$ cat src/rtl/xor_frame_receiver_macros.svh
// ----------------------------------------------------------------------------
// xor frame receiver assertion macros
// shared concurrent assertion helpers, empty when SYNTH is defined
// ----------------------------------------------------------------------------
`ifndef XOR_FRAME_RECEIVER_MACROS_SVH
`define XOR_FRAME_RECEIVER_MACROS_SVH

`ifndef SYNTH

// property checked on rising clock, held off while reset is asserted
`define XFR_ASSERT(lbl, clk, rstn, prop, msg) \
  lbl: assert property (@(posedge clk) disable iff (!rstn) prop) else $error(msg);

// property checked on rising clock, also during reset
`define XFR_ASSERT_ALWAYS(lbl, clk, prop, msg) \
  lbl: assert property (@(posedge clk) prop) else $error(msg);

`else

`define XFR_ASSERT(lbl, clk, rstn, prop, msg)
`define XFR_ASSERT_ALWAYS(lbl, clk, prop, msg)

`endif

`endif

$ cat src/rtl/xfr_pkg.sv
// ----------------------------------------------------------------------------
// xfr_pkg
// shared constants and controller/datapath interface types
// ----------------------------------------------------------------------------
`timescale 1ns / 1ps
`default_nettype none

package xfr_pkg;

  localparam int unsigned MaxPayload = 32;
  localparam int unsigned AddrW      = (MaxPayload > 1) ? $clog2(MaxPayload) : 1;
  localparam int unsigned CntW       = $clog2(MaxPayload + 1);
  localparam int unsigned ByteW      = 8;
  localparam int unsigned LenW       = 6;
  localparam int unsigned IdxW       = 5;

  localparam logic [ByteW-1:0] SyncReset = 8'hA5;

  // controller to datapath
  typedef struct packed {
    logic load_cmd;    // capture command byte, seed checksum
    logic load_len;    // capture length byte, clear fill count
    logic write_data;  // store payload byte at fill count
    logic start_emit;  // rewind release index
    logic issue_read;  // read payload store at release index
    logic load_out;    // load output register, advance release index
  } xfr_cmd_t;

  // datapath to controller
  typedef struct packed {
    logic sync_hit;      // input byte equals sync byte
    logic len_ok;        // input byte is a legal length
    logic len_zero;      // input byte is zero
    logic data_done;     // this payload byte is the final one
    logic xor_match;     // input byte equals running checksum
    logic held_len_zero; // held frame has no payload
    logic last_idx;      // release index is the final payload byte
    logic out_free;      // output register can take a new result
  } xfr_sts_t;

endpackage

`default_nettype wire

$ cat src/rtl/xfr_ctrl.sv
// ----------------------------------------------------------------------------
// xfr_ctrl
// frame sequencing state machine: hunt, header, payload, check, release
// ----------------------------------------------------------------------------
`timescale 1ns / 1ps
`default_nettype none

`include "xor_frame_receiver_macros.svh"

module xfr_ctrl (
  input  wire logic             clk_i,
  input  wire logic             rst_ni,
  input  wire logic             in_valid_i,
  output logic                  in_ready_o,
  input  wire xfr_pkg::xfr_sts_t sts_i,
  output xfr_pkg::xfr_cmd_t     cmd_o
);

  typedef enum logic [6:0] {
    StHunt   = 7'b0000001,
    StCmd    = 7'b0000010,
    StLen    = 7'b0000100,
    StData   = 7'b0001000,
    StCheck  = 7'b0010000,
    StEmitRd = 7'b0100000,
    StEmitLd = 7'b1000000
  } xfr_state_e;

  xfr_state_e state_q, state_d;
  logic       accept;

  // input is taken in every state outside the release burst
  assign accept = in_valid_i & ~((state_q == StEmitRd) | (state_q == StEmitLd));

  always_comb begin
    state_d    = state_q;
    cmd_o      = '0;
    in_ready_o = 1'b0;
    case (state_q)
      StHunt: begin
        in_ready_o = 1'b1;
        if (accept && sts_i.sync_hit) begin
          state_d = StCmd;
        end
      end
      StCmd: begin
        in_ready_o = 1'b1;
        if (accept) begin
          cmd_o.load_cmd = 1'b1;
          state_d        = StLen;
        end
      end
      StLen: begin
        in_ready_o = 1'b1;
        if (accept) begin
          if (sts_i.len_ok) begin
            cmd_o.load_len = 1'b1;
            state_d        = sts_i.len_zero ? StCheck : StData;
          end else begin
            state_d = StHunt;
          end
        end
      end
      StData: begin
        in_ready_o = 1'b1;
        if (accept) begin
          cmd_o.write_data = 1'b1;
          if (sts_i.data_done) begin
            state_d = StCheck;
          end
        end
      end
      StCheck: begin
        in_ready_o = 1'b1;
        if (accept) begin
          if (sts_i.xor_match) begin
            cmd_o.start_emit = 1'b1;
            state_d          = sts_i.held_len_zero ? StEmitLd : StEmitRd;
          end else begin
            state_d = StHunt;
          end
        end
      end
      StEmitRd: begin
        cmd_o.issue_read = 1'b1;
        state_d          = StEmitLd;
      end
      StEmitLd: begin
        if (sts_i.out_free) begin
          cmd_o.load_out = 1'b1;
          if (sts_i.held_len_zero || sts_i.last_idx) begin
            state_d = StHunt;
          end else begin
            state_d = StEmitRd;
          end
        end
      end
      default: begin
        state_d = StHunt;
      end
    endcase
  end

  always_ff @(posedge clk_i or negedge rst_ni) begin
    if (!rst_ni) begin
      state_q <= StHunt;
    end else begin
      state_q <= state_d;
    end
  end

  // a result is only loaded when the output register has room
  `XFR_ASSERT(a_load_needs_room, clk_i, rst_ni, cmd_o.load_out |-> sts_i.out_free, "load while output full")
  // every store read is followed by a load attempt on the next cycle
  `XFR_ASSERT(a_read_then_load, clk_i, rst_ni, cmd_o.issue_read |=> (state_q == StEmitLd), "read not followed by load")
  // no input transfer while a release burst is running
  `XFR_ASSERT(a_no_accept_in_burst, clk_i, rst_ni, (state_q == StEmitRd || state_q == StEmitLd) |-> !in_ready_o, "input taken during release")

endmodule

`default_nettype wire

$ cat src/rtl/xfr_datapath.sv
// ----------------------------------------------------------------------------
// xfr_datapath
// header registers, running checksum, payload store and output register
// ----------------------------------------------------------------------------
`timescale 1ns / 1ps
`default_nettype none

`include "xor_frame_receiver_macros.svh"

module xfr_datapath (
  input  wire logic                       clk_i,
  input  wire logic                       rst_ni,
  input  wire logic                       cfg_we_i,
  input  wire logic [xfr_pkg::ByteW-1:0]  cfg_wdata_i,
  input  wire logic [xfr_pkg::ByteW-1:0]  rx_data_i,
  input  wire xfr_pkg::xfr_cmd_t          cmd_i,
  output xfr_pkg::xfr_sts_t               sts_o,
  input  wire logic                       out_ready_i,
  output logic                            out_valid_o,
  output logic [xfr_pkg::ByteW-1:0]       frame_command_o,
  output logic [xfr_pkg::LenW-1:0]        frame_length_o,
  output logic [xfr_pkg::IdxW-1:0]        byte_index_o,
  output logic [xfr_pkg::ByteW-1:0]       payload_byte_o,
  output logic                            has_data_o,
  output logic                            last_o
);

  logic [xfr_pkg::ByteW-1:0] sync_q;
  logic [xfr_pkg::ByteW-1:0] cmd_q;
  logic [xfr_pkg::CntW-1:0]  len_q;
  logic [xfr_pkg::CntW-1:0]  fill_q;
  logic [xfr_pkg::ByteW-1:0] xor_q;
  logic [xfr_pkg::AddrW-1:0] idx_q;
  logic [xfr_pkg::ByteW-1:0] rdata_q;

  logic [xfr_pkg::ByteW-1:0] mem [xfr_pkg::MaxPayload];

  logic                      out_valid_q;
  logic [xfr_pkg::ByteW-1:0] out_cmd_q;
  logic [xfr_pkg::LenW-1:0]  out_len_q;
  logic [xfr_pkg::IdxW-1:0]  out_idx_q;
  logic [xfr_pkg::ByteW-1:0] out_byte_q;
  logic                      out_has_q;
  logic                      out_last_q;

  logic [xfr_pkg::CntW-1:0]  fill_inc;
  logic [xfr_pkg::CntW-1:0]  idx_inc;
  logic                      held_zero;

  assign fill_inc  = fill_q + xfr_pkg::CntW'(1);
  assign idx_inc   = xfr_pkg::CntW'(idx_q) + xfr_pkg::CntW'(1);
  assign held_zero = (len_q == '0);

  always_comb begin
    sts_o               = '0;
    sts_o.sync_hit      = (rx_data_i == sync_q);
    sts_o.len_ok        = ({1'b0, rx_data_i} <= 9'(xfr_pkg::MaxPayload));
    sts_o.len_zero      = (rx_data_i == '0);
    sts_o.data_done     = (fill_inc >= len_q);
    sts_o.xor_match     = (rx_data_i == xor_q);
    sts_o.held_len_zero = held_zero;
    sts_o.last_idx      = (idx_inc == len_q);
    sts_o.out_free      = !out_valid_q || out_ready_i;
  end

  // configuration and control registers
  always_ff @(posedge clk_i or negedge rst_ni) begin
    if (!rst_ni) begin
      sync_q      <= xfr_pkg::SyncReset;
      cmd_q       <= '0;
      len_q       <= '0;
      fill_q      <= '0;
      xor_q       <= '0;
      idx_q       <= '0;
      out_valid_q <= 1'b0;
    end else begin
      if (cfg_we_i) begin
        sync_q <= cfg_wdata_i;
      end
      if (cmd_i.load_cmd) begin
        cmd_q <= rx_data_i;
        xor_q <= rx_data_i;
      end
      if (cmd_i.load_len) begin
        len_q  <= xfr_pkg::CntW'(rx_data_i);
        fill_q <= '0;
        xor_q  <= xor_q ^ rx_data_i;
      end
      if (cmd_i.write_data) begin
        fill_q <= fill_inc;
        xor_q  <= xor_q ^ rx_data_i;
      end
      if (cmd_i.start_emit) begin
        idx_q <= '0;
      end else if (cmd_i.load_out) begin
        idx_q <= idx_q + xfr_pkg::AddrW'(1);
      end
      if (cmd_i.load_out) begin
        out_valid_q <= 1'b1;
      end else if (out_ready_i) begin
        out_valid_q <= 1'b0;
      end
    end
  end

  // payload store, registered read
  always_ff @(posedge clk_i) begin
    if (cmd_i.write_data) begin
      mem[fill_q[xfr_pkg::AddrW-1:0]] <= rx_data_i;
    end
    if (cmd_i.issue_read) begin
      rdata_q <= mem[idx_q];
    end
  end

  // output payload register
  always_ff @(posedge clk_i) begin
    if (cmd_i.load_out) begin
      out_cmd_q  <= cmd_q;
      out_len_q  <= xfr_pkg::LenW'(len_q);
      out_idx_q  <= xfr_pkg::IdxW'(idx_q);
      out_byte_q <= held_zero ? '0 : rdata_q;
      out_has_q  <= !held_zero;
      out_last_q <= held_zero || (idx_inc == len_q);
    end
  end

  assign out_valid_o     = out_valid_q;
  assign frame_command_o = out_cmd_q;
  assign frame_length_o  = out_len_q;
  assign byte_index_o    = out_idx_q;
  assign payload_byte_o  = out_byte_q;
  assign has_data_o      = out_has_q;
  assign last_o          = out_last_q;

  // payload writes never run past the store
  `XFR_ASSERT(a_fill_in_range, clk_i, rst_ni, cmd_i.write_data |-> (fill_q < len_q), "payload write beyond length")
  // held length never exceeds the store depth
  `XFR_ASSERT(a_len_in_range, clk_i, rst_ni, len_q <= xfr_pkg::CntW'(xfr_pkg::MaxPayload), "held length too large")

endmodule

`default_nettype wire

$ cat src/rtl/xor_frame_receiver.sv
// ----------------------------------------------------------------------------
// xor_frame_receiver
// byte-serial deframer: sync, command, length, payload, xor checksum
// ----------------------------------------------------------------------------
// usage:
//   input channel in_valid_i/in_ready_o carries one received byte (rx_data_i)
//   per transfer. frames are sync, command, length, payload[length], checksum.
//   the checksum is the xor of command, length and all payload bytes.
//   output channel out_valid_o/out_ready_i carries one result per payload
//   byte of a verified frame, last_o on the final one; an empty frame gives a
//   single result with has_data_o low. bad checksums and lengths above 32
//   drop the frame with no result.
//   in_ready_o stays high for header and payload bytes.
//   after a good checksum byte the block releases the frame in a burst,
//   one result at a time (store read, then output register load; an empty
//   frame skips the read). in_ready_o is low for the burst only.
//   a stalled receiver holds the output register; the burst waits on it.
//   the final result may still sit in the output register while new input
//   bytes are taken.
//   reset returns to sync hunting, sync byte back to 0xa5, output empty.
//   cfg_we_i/cfg_wdata_i write the sync byte; write only while idle.
// ----------------------------------------------------------------------------
`timescale 1ns / 1ps
`default_nettype none

module xor_frame_receiver (
  input  wire logic                      clk_i,
  input  wire logic                      rst_ni,
  // sync byte register
  input  wire logic                      cfg_we_i,
  input  wire logic [xfr_pkg::ByteW-1:0] cfg_wdata_i,
  // received byte channel
  input  wire logic                      in_valid_i,
  output logic                           in_ready_o,
  input  wire logic [xfr_pkg::ByteW-1:0] rx_data_i,
  // result channel
  output logic                           out_valid_o,
  input  wire logic                      out_ready_i,
  output logic [xfr_pkg::ByteW-1:0]      frame_command_o,
  output logic [xfr_pkg::LenW-1:0]       frame_length_o,
  output logic [xfr_pkg::IdxW-1:0]       byte_index_o,
  output logic [xfr_pkg::ByteW-1:0]      payload_byte_o,
  output logic                           has_data_o,
  output logic                           last_o
);

  // command and status between sequencer and datapath
  xfr_pkg::xfr_cmd_t cmd;
  xfr_pkg::xfr_sts_t sts;

  // frame sequencer
  xfr_ctrl u_ctrl (
    .clk_i      (clk_i),
    .rst_ni     (rst_ni),
    .in_valid_i (in_valid_i),
    .in_ready_o (in_ready_o),
    .sts_i      (sts),
    .cmd_o      (cmd)
  );

  // header, checksum, payload store, output register
  xfr_datapath u_datapath (
    .clk_i           (clk_i),
    .rst_ni          (rst_ni),
    .cfg_we_i        (cfg_we_i),
    .cfg_wdata_i     (cfg_wdata_i),
    .rx_data_i       (rx_data_i),
    .cmd_i           (cmd),
    .sts_o           (sts),
    .out_ready_i     (out_ready_i),
    .out_valid_o     (out_valid_o),
    .frame_command_o (frame_command_o),
    .frame_length_o  (frame_length_o),
    .byte_index_o    (byte_index_o),
    .payload_byte_o  (payload_byte_o),
    .has_data_o      (has_data_o),
    .last_o          (last_o)
  );

endmodule

`default_nettype wire

$ cat config.mk
export PLATFORM = sky130hd
export DESIGN_NAME = xor_frame_receiver
export DESIGN_NICKNAME = d
export VERILOG_FILES = /design/src/rtl/xfr_pkg.sv /design/src/rtl/xfr_ctrl.sv /design/src/rtl/xfr_datapath.sv /design/src/rtl/xor_frame_receiver.sv
export VERILOG_INCLUDE_DIRS = /design/src /design/src/rtl
export SDC_FILE = /design/constraint.sdc
export NUM_CORES = 1
export LEC_CHECK = 0
export ABC_AREA = 0
export BUFFER_PORTS_ARGS = -buffer_cell sky130_fd_sc_hd__buf_4
export CORE_ASPECT_RATIO = 0.9
export CORE_MARGIN = 3
export CORE_UTILIZATION = 55
export CTS_CLUSTER_DIAMETER = 100
export CTS_CLUSTER_SIZE = 24
export DETAILED_ROUTE_END_ITERATION = 7
export PLACE_DENSITY = 0.75
export RECOVER_POWER = 25
export SETUP_SLACK_MARGIN = 0.2
export SLEW_MARGIN = 40
export SYNTH_ARGS = -nofsm -noshare
export SYNTH_HDL_FRONTEND = slang
export SYNTH_SLANG_ARGS = --single-unit
$ cat constraint.sdc
create_clock -name clk_i -period 3 [get_ports clk_i]
set_clock_uncertainty 0.2 [all_clocks]
set_input_delay 0.15 -clock clk_i [delete_from_list [all_inputs] [get_ports clk_i]]
set_output_delay 0.15 -clock clk_i [all_outputs]
set_load 0.02 [all_outputs]
==> Word-level counts from Yosys, hierarchy flattened <==
Memories as Yosys holds them, arrays and structs flattened. A register that Yosys moved wholly into a read port is not among the register bits.
Index checks and enable logic that the tools add are counted.
{ "totals": {"out_inout_bits": 31, "ramBits": 256, "n_memories": 1, "input_bits": 21, "ff_bits": 78, "elab_cells": 91} }
{ "op_classes": {"reduce_logical": 13, "n_addsub": 3, "mux": 37, "bitwise_logic": 4, "eq_ne": 17, "n_lt_le_gt_ge": 2} }
{ "mem_list": {"columns": ["name", "depth", "word_bits", "rd", "rd_clocked_by_memory_dff", "wr", "line_no", "text"], "rows": [
  ["u_datapath.mem", 32, 8, 1, 1, 1, "xfr_datapath.sv:36", "logic [xfr_pkg::ByteW-1:0] mem [xfr_pkg::MaxPayload];"]
]} }
{ "ops": {"columns": ["cell", "n"], "rows": [
  ["7-bit 2-to-1 mux", 10],
  ["7-bit case mux with 7 select lines", 1],
  ["8-bit 2-to-1 mux", 3],
  ["6-bit 2-to-1 mux", 3],
  ["1-bit 2-to-1 mux", 17],
  ["8-bit == test", 2],
  ["5-bit 2-to-1 mux", 3],
  ["2-bit by 1-bit != test with 1-bit output, second input constant", 5],
  ["8-bit by 6-bit less-or-equal comparator with 1-bit output, second input constant", 1],
  ["8-bit logical NOT", 1],
  ["8-bit bitwise XOR", 1],
  ["7-bit by 1-bit == test with 1-bit output, second input constant", 1],
  ["7-bit by 2-bit == test with 1-bit output, second input constant", 1],
  ["7-bit by 3-bit == test with 1-bit output, second input constant", 1],
  ["7-bit by 4-bit == test with 1-bit output, second input constant", 1],
  ["7-bit by 5-bit == test with 1-bit output, second input constant", 1],
  ["7-bit by 6-bit == test with 1-bit output, second input constant", 1],
  ["7-bit == test, second input constant", 1],
  ["7-bit AND reduction", 1],
  ["5-bit by 1-bit adder with 6-bit output, second input constant", 1],
  ["6-bit by 1-bit adder with 6-bit output, second input constant", 1],
  ["6-bit == test", 1],
  ["6-bit greater-or-equal comparator", 1],
  ["6-bit logical NOT", 1],
  ["other kinds (11)", 16]
]} }

==> Longest topological paths before layout <==
{ "depth": {"ltp_word": 9, "ltp_mapped": 9, "ltp_nobuf": 9} }

==> Cells and area by module <==
A second synthesis with hierarchy kept.
{ "unflattened": {"hier_cells": 869, "hier_area_um2": 14073.5} }
{ "by_module_without_submodules": {"columns": ["module", "n_inst", "area_per_inst_um2", "seq_area_each_um2", "cells_each"], "rows": [
  ["xfr_datapath", 1, 13419.1, 9854.5, 791],
  ["xfr_ctrl", 1, 654.4, 176.4, 78]
]} }

==> Worst setup path before layout <==
Ideal clock, no wire load.
{ "synth_timing": {"path_kind": "register to register", "start": "reg u_datapath.fill_q[4] in the netlist's numbering", "end": "reg u_ctrl.state_q[4]", "path_buffers": 1, "t_required_ns": 2.675, "t_arrival_ns": 2.200, "setup_time_ns": 0.125, "slack_ns": 0.475, "synth_period_minus_slack_ns": 2.525, "stages_incl_launch_ff": 10, "path_cell_list": "dfrtp_1 > clkbuf_1 > nand3_1 > nor3_1 > xor2_1 > ha_1 > a211oi_1 > o21a_1 > a211o_1 > mux2_2"} }
{ "synth_between": {"elab_chain_cells": 4} }
{ "synth_lines": {"columns": ["element", "line_no", "text"], "rows": [
  ["from (decl)", "xfr_datapath.sv:31", "logic [xfr_pkg::CntW-1:0] fill_q;"],
  ["from (signal assigned)", "xfr_datapath.sv:90", "fill_q <= fill_inc;"],
  ["6-bit by 1-bit adder with 6-bit output", "xfr_datapath.sv:50", "assign fill_inc = fill_q + xfr_pkg::CntW'(1);"],
  ["6-bit greater-or-equal comparator", "xfr_datapath.sv:59", "sts_o.data_done = (fill_inc >= len_q);"],
  ["2-bit != test (no source line)", null, null],
  ["7-bit AND reduction (no source line)", null, null],
  ["to (signal assigned)", "xfr_ctrl.sv:106", "state_q <= StHunt;"],
  ["to (signal assigned)", "xfr_ctrl.sv:108", "state_q <= state_d;"],
  ["to (decl)", "xfr_ctrl.sv:29", "xfr_state_e state_q, state_d;"]
]} }
Every way passes these cells.
A chain may end at the register's enable or synchronous reset.

==> Final worst setup path <==
{ "layout_timing": {"start": "reg u_datapath.fill_q[0] in the netlist's numbering", "end": "reg u_ctrl.state_q[4]"} }
Same word-level chain as after synthesis.

==> results.json <==
{
  "std_cell_rows": 54,
  "finalHoldViolations": 0,
  "ir_drop_mv": 0.598,
  "setup_violations": 0,
  "yosys_warnings": 0,
  "place_congestion": 0.872,
  "grt.met3_usage_pct": 3.65,
  "grt_usage_pct": 22.1,
  "drv_cap": 0,
  "worstPathMaxFanout": 7,
  "die-area_um2": 27600,
  "vias_per_cell": 6.08,
  "synth-edff-count": 293,
  "grt_pass1_vias": 7904,
  "dpl_worst_slack_ps": 233,
  "ys_seq_elements": 342,
  "cpMostUsedCell": "ha_1",
  "coreArea_um2": 24700,
  "root_buffer": "clkbuf_16",
  "ys_types": 58,
  "die_y_um": 158,
  "drtIter0Drc": 985,
  "timing.fmax_mhz": 362,
  "ys_async_sr_fraction_pct": 14.3,
  "io_pins": 52,
  "die_width_um": 175,
  "first_pass_iters": 5,
  "layout_setup_ws_ps": 239,
  "slew_headroom_pct": 14.1,
  "grt_start_max_net_pins": 50,
  "dpl_cell_area_um2": 15200,
  "required_ps": 3200,
  "cp-start-kind": "flop",
  "cp.depth": 9,
  "diodes": 0,
  "path_cells": "ha_1 -> nand3_1 -> xnor2_2 -> ha_1 -> a21o_1 -> a211oi_1 -> o21a_1 -> a211o_1 -> mux2_2",
  "max_stage_delay_ps": 430,
  "busiest_layer": "met2",
  "fin_crit_ps": 2760,
  "vias": 7954,
  "worstMarginPinSlew_ps": 1290,
  "cts.clk_slew.worst_paths_ps": 100,
  "synthesis.nets": 893,
  "cts_sinks": 342,
  "grt_pass1_wl_mm": 46.4,
  "slowest_stage": "dfrtp_2",
  "path_delay_family": "compound AO/OA/AOI/OAI gates",
  "outcome": "finished clean",
  "area_growth_syn_to_layout_pct": 13.3,
  "min_path_type": "in2async",
  "synth.avg_cell_area_um2": 16.4,
  "fin_crit_sh_pct": 92.0,
  "htreeDepth": 1,
  "drive_above_1_share_pct": 20.9,
  "numCtsBuffers": 18,
  "route.detailed.drc": 0,
  "rsz0062_at_grt": "yes",
  "gr-usage-met1_pct": 33.2,
  "setup_tns_ps": 0,
  "grt_antenna_before_repair": 0,
  "met2_usage_pct": 34.4,
  "drt-total-wl_mm": 30.1,
  "final_common_cell": "edfxtp_1",
  "hpwl_mm": 19.5,
  "n_fill_cell": 1748,
  "layout_common_cells": "edfxtp_1, buf_4, nor2_1, mux2i_1, nand2_1",
  "power_density_nw_per_um2": 544,
  "p_leak_nw": 5.29,
  "final_nets": 999,
  "critPathKind": "reg2reg",
  "drt-wirelength-per-cell_um": 23.0,
  "portBuffers": 51,
  "synthesis.area_um2": 14100,
  "syn_inst": 861,
  "start_util_pct": 56.9,
  "critPathArrivalTime_ps": 2960,
  "rr_worst_depth": 9,
  "tritoncts": "yes",
  "final_area_um2": 16000,
  "clock_latency_ps": 510,
  "cts_max_path_buffers": 3,
  "synth-main-ff-cell": "edfxtp_1",
  "grt_overflow": 0,
  "cp-end-kind": "flop",
  "drtAntennaViolNets": 0,
  "final_max_slew_viol_count": 0,
  "critPathBufInv": 0,
  "ys_seq_area_share_pct": 71.2
}
## per-layer routing
layer  vias to the layer above  routed length (um)
met2                       311               13900
met5                         -                   0
met1                      4037               13100
met4                         0                 799
met3                        50                2350
li1                       3556                   -
## state kept, by name, indices dropped and copies added (netlist names)
register and cells:
u_datapath.last_o 1, u_datapath.frame_length_o 6, u_datapath.mem 256, u_datapath.fill_q 6, u_datapath.frame_command_o 8, u_datapath.len_q 6, u_datapath.idx_q 5, u_datapath.out_valid_o 1
u_datapath.xor_q 8, u_datapath.sync_q 8, u_ctrl.state_q 7, u_datapath.has_data_o 1, u_datapath.byte_index_o 5, u_datapath.payload_byte_o 8, u_datapath.rdata_q 8, u_datapath.cmd_q 8
## report_power, final
part,total [mW],internal [mW],switching (mW)
combinational,0.655,0.300,0.355
clock,2.58,1.18,1.40
sequential,5.44,5.32,0.128
total,8.68,6.80,1.88
## cells by family (layout without fill, tap and decap cells)
kind of cell               count (synthesis)  count (layout)  share of synthesized area (%)
AOI/OAI and AO/OA                        130             130                           6.30
xor gates and xnor gates                  30              30                           1.87
adders and majority gates                 11              11                          0.978
buffers and inverters                     61             173                           1.87
DFF                                      342             342                           71.2
muxes                                    106             106                           11.3
and+or+nand+nor                          181             181                           6.49
## cell type report
class	instances	area [um^2]	area share, %
Sequential cell	342	10000	62.9
Multi-Input combinational cell	458	3790	23.8
Timing Repair Buffer	135	1130	7.11
Clock buffer	25	498	3.12
Tap cell	336	420	2.64
Inverter	12	45.0	0.282
Clock inverter	1	20.0	0.126
## synth_stat cells, types with 3 or more instances
cell type	instances	area [um^2]
edfxtp_1	293	8800
nor2_1	59	221
mux2i_1	48	480
nand2_1	46	173
dfrtp_1	44	1100
mux4_2	40	901
clkbuf_1	29	109
o21ai_0	28	140
o221ai_1	24	210
xnor2_1	22	193
o22ai_1	21	131
mux2_2	18	203
a21oi_1	17	85.1
buf_2	15	75.1
nand3_1	14	70.1
a211oi_1	11	82.6
a21o_1	11	82.6
ha_1	11	138
inv_1	11	41.3
nand2b_1	9	56.3
and2_1	8	50.1
nor3_1	8	40.0
xor2_1	8	70.1
nand4_1	6	37.5
dfstp_2	5	131
nand3b_1	4	30.0
a311oi_1	3	26.3
a31oi_1	3	18.8
nor3b_1	3	22.5
nor4_1	3	18.8
o211ai_1	3	22.5
or3_1	3	18.8
## what timing repair did
action	in CTS	in global routing
setup buffers	0	1
pin swaps	0	0
endpoints found under the hold margin	192	0
endpoints found under the setup margin	1	5
hold buffers	27	0
resized for setup	1	2
## metrics by stage
stage / hold WS (ps) / power [mW] / std cells / util (%)
after floorplan: -346 / 5.94 / 861 / -
after global placement: 15.0 / 6.13 / 1255 / 61.3
after detailed placement: 18.4 / 6.16 / 1255 / 61.3
after CTS: 15.6 / 8.74 / 1308 / 64.5
after global routing: 274 / 9.01 / 1309 / 64.5
final: 234 / 8.68 / 1309 / 64.5
## final timing paths
kind                                           start                       endpoint  slack [ps]
max in group asynchronous                     rst_ni            u_datapath.idx_q[0]        1480
min in group clk_i               u_datapath.cmd_q[4]  u_datapath.frame_command_o[4]         250
worst min-delay path                          rst_ni            u_datapath.cmd_q[5]         230
worst min register to register   u_datapath.cmd_q[4]  u_datapath.frame_command_o[4]         250
worst max-delay path            u_datapath.fill_q[0]              u_ctrl.state_q[4]         240
worst max register to register  u_datapath.fill_q[0]              u_ctrl.state_q[4]         240
Power figures use the tool's default switching activity.
